**src/sv/phck_pkg.sv**
```systemverilog
`default_nettype none

package phck_pkg;

  localparam int unsigned HDR_BYTES = 10;
  localparam int unsigned HDR_IDX_W = $clog2(HDR_BYTES);

  localparam logic [HDR_IDX_W-1:0] POS_ADDR_HI = HDR_IDX_W'(0);
  localparam logic [HDR_IDX_W-1:0] POS_ADDR_LO = HDR_IDX_W'(1);
  localparam logic [HDR_IDX_W-1:0] POS_MODE    = HDR_IDX_W'(4);
  localparam logic [HDR_IDX_W-1:0] POS_SEL     = HDR_IDX_W'(5);
  localparam logic [HDR_IDX_W-1:0] POS_CHECK   = HDR_IDX_W'(6);
  localparam logic [HDR_IDX_W-1:0] POS_LEN_HI  = HDR_IDX_W'(7);
  localparam logic [HDR_IDX_W-1:0] POS_LEN_LO  = HDR_IDX_W'(8);
  localparam logic [HDR_IDX_W-1:0] POS_LINE    = HDR_IDX_W'(HDR_BYTES - 1);

  localparam logic [7:0] MODE_CONFIG  = 8'h01;
  localparam logic [7:0] MODE_RUNTIME = 8'h02;

  localparam logic [1:0] STAGE_CONFIG  = 2'd0;
  localparam logic [1:0] STAGE_RUNTIME = 2'd1;
  localparam logic [1:0] STAGE_OTHER   = 2'd2;

  // two-byte decimal fields: hi*100 + lo
  localparam logic [14:0] DEC_SCALE = 15'd100;
  localparam logic [8:0]  CHECK_MOD = 9'd100;

  typedef struct packed {
    logic        frame_ok;
    logic        checksum_ok;
    logic        address_ok;
    logic [1:0]  stage_code;
    logic [7:0]  selector_byte;
    logic [7:0]  line_byte;
    logic [14:0] data_length;
    logic [14:0] board_address;
  } result_t;

endpackage

`default_nettype wire

```
**src/sv/phck_parser.sv**
```systemverilog
`default_nettype none

module phck_parser (
  input  wire                    clk_i,
  input  wire                    rst_ni,
  input  wire                    en_i,
  input  wire [7:0]              rx_byte_i,
  input  wire                    frame_start_i,
  output logic                   emit_o,
  output phck_pkg::result_t      result_o
);
  import phck_pkg::*;

  logic                 in_packet_q, in_packet_d;
  logic                 in_data_q, in_data_d;
  logic [HDR_IDX_W-1:0] idx_q, idx_d;
  logic [14:0]          rem_q, rem_d;
  logic [6:0]           sum_q, sum_d;
  logic [14:0]          board_q, board_d;

  // header fields, written before they are read
  logic [7:0]  addr_hi_q, len_hi_q, mode_q, sel_q, chk_q, line_q;
  logic [14:0] addr_q, len_q;

  logic                 active, data_ph, hdr_ph;
  logic [HDR_IDX_W-1:0] idx;
  logic [8:0]           sum_raw;
  logic [6:0]           sum_new, sum_eff;
  logic                 hdr_end, ck_ok, ad_ok;
  logic [14:0]          dec_val;

  always_comb begin
    active  = frame_start_i | in_packet_q;
    idx     = frame_start_i ? '0 : idx_q;
    data_ph = active & in_data_q & ~frame_start_i;
    hdr_ph  = active & ~data_ph;
    hdr_end = hdr_ph & (idx == POS_LINE);

    sum_raw = {2'b00, sum_q} + {1'b0, rx_byte_i};
    if (sum_raw >= 9'(3 * CHECK_MOD)) begin
      sum_new = 7'(sum_raw - 9'(3 * CHECK_MOD));
    end else if (sum_raw >= 9'(2 * CHECK_MOD)) begin
      sum_new = 7'(sum_raw - 9'(2 * CHECK_MOD));
    end else if (sum_raw >= CHECK_MOD) begin
      sum_new = 7'(sum_raw - CHECK_MOD);
    end else begin
      sum_new = sum_raw[6:0];
    end

    // hi byte was stored one beat earlier (address or length)
    dec_val = ((idx == POS_ADDR_LO) ? {7'b0, addr_hi_q} : {7'b0, len_hi_q}) * DEC_SCALE
              + {7'b0, rx_byte_i};

    emit_o  = (hdr_end & (len_q == '0)) | (data_ph & (rem_q == 15'd1));
    sum_eff = data_ph ? sum_new : sum_q;
    ck_ok   = ({1'b0, sum_eff} == chk_q);
    ad_ok   = (mode_q != MODE_RUNTIME) | (addr_q == board_q);

    result_o.frame_ok      = ck_ok & ad_ok;
    result_o.checksum_ok   = ck_ok;
    result_o.address_ok    = ad_ok;
    if (mode_q == MODE_CONFIG) begin
      result_o.stage_code    = STAGE_CONFIG;
      result_o.board_address = addr_q;
    end else if (mode_q == MODE_RUNTIME) begin
      result_o.stage_code    = STAGE_RUNTIME;
      result_o.board_address = board_q;
    end else begin
      result_o.stage_code    = STAGE_OTHER;
      result_o.board_address = board_q;
    end
    result_o.selector_byte = sel_q;
    result_o.line_byte     = hdr_end ? rx_byte_i : line_q;
    result_o.data_length   = len_q;

    in_packet_d = active;
    in_data_d   = data_ph | hdr_end;
    idx_d       = hdr_ph ? idx + HDR_IDX_W'(1) : idx_q;
    rem_d       = hdr_end ? len_q : (data_ph ? rem_q - 15'd1 : rem_q);
    sum_d       = frame_start_i ? '0 : (data_ph ? sum_new : sum_q);
    board_d     = board_q;
    if (emit_o) begin
      in_packet_d = 1'b0;
      in_data_d   = 1'b0;
      idx_d       = '0;
      sum_d       = '0;
      board_d     = result_o.board_address;
    end
  end

  always_ff @(posedge clk_i or negedge rst_ni) begin
    if (!rst_ni) begin
      in_packet_q <= 1'b0;
      in_data_q   <= 1'b0;
      idx_q       <= '0;
      rem_q       <= '0;
      sum_q       <= '0;
      board_q     <= '0;
    end else if (en_i) begin
      in_packet_q <= in_packet_d;
      in_data_q   <= in_data_d;
      idx_q       <= idx_d;
      rem_q       <= rem_d;
      sum_q       <= sum_d;
      board_q     <= board_d;
    end
  end

  always_ff @(posedge clk_i) begin
    if (en_i && hdr_ph) begin
      case (idx)
        POS_ADDR_HI: addr_hi_q <= rx_byte_i;
        POS_ADDR_LO: addr_q    <= dec_val;
        POS_MODE:    mode_q    <= rx_byte_i;
        POS_SEL:     sel_q     <= rx_byte_i;
        POS_CHECK:   chk_q     <= rx_byte_i;
        POS_LEN_HI:  len_hi_q  <= rx_byte_i;
        POS_LEN_LO:  len_q     <= dec_val;
        POS_LINE:    line_q    <= rx_byte_i;
        default: ;
      endcase
    end
  end

endmodule

`default_nettype wire

```
**src/sv/packet_header_check_deframer.sv**
```systemverilog
// Packet header check deframer.
// Input channel: one received byte per beat (rx_byte_i) with frame_start_i
// marking header byte 0; in_valid_i / in_ready_o. Output channel: one
// report per completed packet (checksum and address verdicts plus parsed
// header fields); out_valid_o / out_ready_i.
// A beat lands in an input register and is parsed from there; if it
// finishes a packet, the report is loaded into the output register that
// drives out_valid_o. Throughput is one byte per cycle unless a
// packet-ending byte waits for the output register; per-byte work is one
// index/count step and a mod-100 add in the parser.
// When the receiver stalls, bytes that finish no packet keep flowing; a
// packet-ending byte waits in the input register until the output register
// frees, and in_ready_o stays low for that whole wait.
// Reset clears the packet state, running sum and stored board address
// (board address reads 0); no report is pending after reset.
`default_nettype none

module packet_header_check_deframer (
  input  wire         clk_i,
  input  wire         rst_ni,
  input  wire         in_valid_i,
  output logic        in_ready_o,
  input  wire  [7:0]  rx_byte_i,
  input  wire         frame_start_i,
  output logic        out_valid_o,
  input  wire         out_ready_i,
  output logic        frame_ok_o,
  output logic        checksum_ok_o,
  output logic        address_ok_o,
  output logic [1:0]  stage_code_o,
  output logic [7:0]  selector_byte_o,
  output logic [7:0]  line_byte_o,
  output logic [14:0] data_length_o,
  output logic [14:0] board_address_o
);
  import phck_pkg::*;

  logic       s1_valid_q;
  logic [7:0] s1_byte_q;
  logic       s1_start_q;
  logic       emit, proc_en;
  result_t    res, out_q;
  logic       out_valid_q;

  phck_parser u_parser (
    .clk_i         (clk_i),
    .rst_ni        (rst_ni),
    .en_i          (proc_en),
    .rx_byte_i     (s1_byte_q),
    .frame_start_i (s1_start_q),
    .emit_o        (emit),
    .result_o      (res)
  );

  // only a packet-ending beat needs room in the output register
  assign proc_en    = s1_valid_q & (~emit | ~out_valid_q | out_ready_i);
  assign in_ready_o = ~s1_valid_q | proc_en;

  always_ff @(posedge clk_i or negedge rst_ni) begin
    if (!rst_ni) begin
      s1_valid_q  <= 1'b0;
      out_valid_q <= 1'b0;
    end else begin
      if (in_ready_o) begin
        s1_valid_q <= in_valid_i;
      end
      if (proc_en && emit) begin
        out_valid_q <= 1'b1;
      end else if (out_ready_i) begin
        out_valid_q <= 1'b0;
      end
    end
  end

  always_ff @(posedge clk_i) begin
    if (in_ready_o && in_valid_i) begin
      s1_byte_q  <= rx_byte_i;
      s1_start_q <= frame_start_i;
    end
    if (proc_en && emit) begin
      out_q <= res;
    end
  end

  assign out_valid_o     = out_valid_q;
  assign frame_ok_o      = out_q.frame_ok;
  assign checksum_ok_o   = out_q.checksum_ok;
  assign address_ok_o    = out_q.address_ok;
  assign stage_code_o    = out_q.stage_code;
  assign selector_byte_o = out_q.selector_byte;
  assign line_byte_o     = out_q.line_byte;
  assign data_length_o   = out_q.data_length;
  assign board_address_o = out_q.board_address;

endmodule

`default_nettype wire

```
**config.mk**
```make
export PLATFORM = sky130hd
export DESIGN_NAME = packet_header_check_deframer
export DESIGN_NICKNAME = d
export VERILOG_FILES = /design/src/sv/phck_pkg.sv /design/src/sv/phck_parser.sv /design/src/sv/packet_header_check_deframer.sv
export SDC_FILE = /design/constraint.sdc
export NUM_CORES = 1
export LEC_CHECK = 0
export ABC_AREA = 1
export BUFFER_PORTS_ARGS = -buffer_cell sky130_fd_sc_hd__clkbuf_2
export CAP_MARGIN = 10
export CORE_MARGIN = 2
export CORE_UTILIZATION = 35
export DETAILED_ROUTE_END_ITERATION = 16
export SETUP_SLACK_MARGIN = 0.15
export SKIP_CTS_REPAIR_TIMING = 1
export SYNTH_ARGS = -nofsm -noshare
export SYNTH_HDL_FRONTEND = slang
export SYNTH_HIERARCHICAL = 1
export SYNTH_SLANG_ARGS = --single-unit
```
**constraint.sdc**
```tcl
create_clock -name clk_i -period 5 [get_ports clk_i]
set_clock_uncertainty 0.1 [all_clocks]
set_input_delay 0.5 -clock clk_i [delete_from_list [all_inputs] [get_ports clk_i]]
set_output_delay 0.5 -clock clk_i [all_outputs]
set_load 0.02 [all_outputs]
```
==> results.toml <==
[run_status]
status = "finished clean"

[synth]
synth_top_flop_cell = "edfxtp_1"
ys_ff_latch = 183
seq_area_frac_synth_pct = 57.1
synth_nets = 972
synth_area_um2 = 9230
async_flop_share_pct = 24.6
ys_warn_count = 6
avgSynthCellArea_um2 = 10.2
synth.distinct_cells = 44
synth-edff-count = 138
synthCells = 901

[placement]
dp_hpwl_um = 14600
port_buffers = 65
placed_area_um2 = 10000
place_congestion = 0.822

[global_route]
first_global_vias = 6176
overflow = 0
grt_max_degree = 46
antenna_found_initial = 0
grt_usage_pct = 14.9
grt_pass1_wl_um = 32500

[worst_setup_path]
crit_path_end_kind = "flop"
cpMostUsedCell = "ha_1"
cp.depth = 19
r2r-start = "s1_start_q$_DFFE_PP_"
cp_data_arrival_time_ps = 4680
worstPathMaxFanout = 8
reg2reg_to = "u_parser/addr_q[14]$_DFFE_PP_"
crit_end = "u_parser/addr_q[14]$_DFFE_PP_"
path_delay_family = "adder cells"
worst-path-buf-inv = 2
regToRegSetupSlack_ps = 400
path_cells = "nor2_2 -> inv_1 -> ha_1 -> nand2_4 -> mux2_2 -> ha_1 -> ha_1 -> fa_1 -> ha_1 -> a21oi_1 -> inv_1 -> nand2_1 -> nand2_1 -> a21oi_1 -> o21ai_0 -> a21oi_1 -> xor2_1 -> nor3_2 -> xor2_1"
critPathLaunchType = "flop"
crit_path_start = "s1_start_q$_DFFE_PP_"
crit_type = "reg -> reg"
crit_required_ps = 5070
r2r_cells = 19
slowest_delay_ps = 470
cpMaxStageDelayCell = "fa_1"

[cells_and_area]
num-fill-cells = 2494
syn_to_final_growth_pct = 15.1
drive_above_1_share_pct = 14.9
final_cell_area_um2 = 10600
antenna_cells = 0
num-nets-final = 1058

[timing]
final.setup.tns_ps = 0
setup_viol = 0
max_freq_mhz = 217
final_max_slew_viol_count = 0
worst-slew-pin-transition_ps = 1180
post-route-period-util_pct = 92.1
rsz0062_at_grt = "false"
fin_crit_ps = 4600
hold_viol = 0
maxSlewHeadroom_pct = 21.1
fin_hold_ws_ps = 60.3

[min_path]
min_path_type = "in -> async"

[cts]
h-tree-depth = 4
clockBufferDepth = 2
cts_tree = "done"
clock_latency_ps = 430
cts_sinks = 183
cts_root_buffer = "clkbuf_16"
path_clk_slew_ps = 80
cts_buffers = 17

[die]
die_w_um = 166
fp.dieH_um = 166
ios = 66
dieArea_um2 = 27700
num_rows = 59
core-area_um2 = 26000
start_util_pct = 35.5

[routing]
dr.pass1.iters = 6
drt_iter0_drc = 536
wl_per_cell_um = 15.2
drc_errors = 0
ant_nets = 0
via_per_inst = 4.77
routed_wl_um = 20300
dr_total_vias = 6362

[power_and_ir_drop]
p_per_area_nw_per_um2 = 368
peakVddDrop_mv = 0.216
leakage_nw = 4.67

[job]
drv_cap = 0
[per-stage QoR]
step | worst slack (ps) | instances | power [mW] | util, %
final | 397 | 1335 | 3.91 | 40.9
after floorplan | 311 | 901 | 2.42 | -
after global placement | 426 | 1298 | 2.61 | 38.5
after global routing | 116 | 1335 | 4.11 | 40.9
after detailed placement | 336 | 1298 | 2.62 | 38.5
after CTS | 300 | 1330 | 3.92 | 40.6
[power by group]
part,switching [mW],internal (mW)
Combinational,0.498,0.301
Clock,0.634,0.661
Sequential,0.0499,1.76
Total,1.18,2.72
[cells in the mapped netlist (2+ instances only)]
cell type | instances | share of area, %
a31oi_1 | 3 | 0.20
nand3_1 | 48 | 2.6
fa_1 | 4 | 0.87
edfxtp_1 | 138 | 45
inv_2 | 3 | 0.12
xnor2_1 | 19 | 1.8
dfrtp_1 | 45 | 12
inv_1 | 119 | 4.8
mux2_2 | 5 | 0.61
a21oi_2 | 2 | 0.19
xor2_1 | 24 | 2.3
nand2_1 | 201 | 8.2
o211ai_1 | 2 | 0.16
nor4_1 | 8 | 0.54
o21ai_0 | 56 | 3.0
nand4_1 | 9 | 0.61
o22ai_1 | 9 | 0.61
buf_2 | 2 | 0.11
nor3_1 | 8 | 0.43
o21bai_1 | 3 | 0.24
nand2_2 | 12 | 0.81
and2_1 | 15 | 1.0
a21oi_1 | 29 | 1.6
nor2_1 | 54 | 2.2
ha_1 | 54 | 7.3
clkbuf_1 | 10 | 0.41
buf_4 | 2 | 0.16
[area by class of cell]
cell class                 count  area, um2  share of cell area, %
multi-input combinational    580       3450                   32.5
clock inverter                14        130                   1.23
sequential                   183       5270                   49.6
tap                          335        419                   3.95
timing repair buffer          82        453                   4.27
clock buffer                  18        429                   4.04
inverter                     123        462                   4.35
[layer usage]
metal | track usage, % | share of wire (%) | up-vias
met5 | 0 | 0 | -
met4 | 4.76 | 1.4 | 0
met3 | 3.10 | 4.2 | 18
met2 | 24.3 | 47 | 134
met1 | 19.9 | 47 | 3019
li1 | - | - | 3191
[worst min path at each step]
stage / start / endpoint / cells past startpoint
5_1_grt: rst_ni / u_parser/board_q[12]$_DFFE_PN0P_ / 2
3_3_place_gp: u_parser/sel_q[0]$_DFFE_PP_ / selector_byte_o[0]$_DFFE_PP_ / 0
3_5_place_dp: u_parser/sel_q[2]$_DFFE_PP_ / selector_byte_o[2]$_DFFE_PP_ / 0
6_report: rst_ni / u_parser/board_q[9]$_DFFE_PN0P_ / 2
2_1_floorplan: rst_ni / out_valid_o$_DFFE_PN0P_ / 0
4_1_cts: rst_ni / u_parser/board_q[9]$_DFFE_PN0P_ / 2
[cell families (layout without fill, tap and decap cells)]
kind of cell    Yosys count  after routing  share of synthesized area (%)
compound gates          112            112                           6.89
xor+xnor                 44             44                           4.26
fa+ha+maj                58             58                           8.19
buf+inv                 138            237                           5.72
flops                   183            183                           57.1
mux                       5              5                          0.610
simple gates            361            361                           17.2
[registers in the layout (all words and copies together) (netlist names), 15 cells and up]
| signal | cells |
|---|---|
| board_address_o | 15 |
| data_length_o | 15 |
| u_parser/addr_q | 15 |
| u_parser/board_q | 15 |
| u_parser/len_q | 15 |
| u_parser/rem_q | 15 |
[layout by cell type, fill, tap and decap left out, drive strengths merged, types with 2 or more instances in the layout]
cell / n
nor3: 9
o22ai: 9
clkinv: 4
nor4: 9
nand4: 10
ha: 54
and2: 15
mux2: 5
nand2: 213
dfrtp: 45
fa: 4
buf: 16
xnor2: 20
edfxtp: 138
nand3: 49
clkbuf: 84
nor2: 54
o21ai: 57
o21bai: 3
clkinvlp: 2
a31oi: 3
o211ai: 2
xor2: 24
a21oi: 31
o31ai: 2
inv: 131
Power figures use the tool's default switching activity.
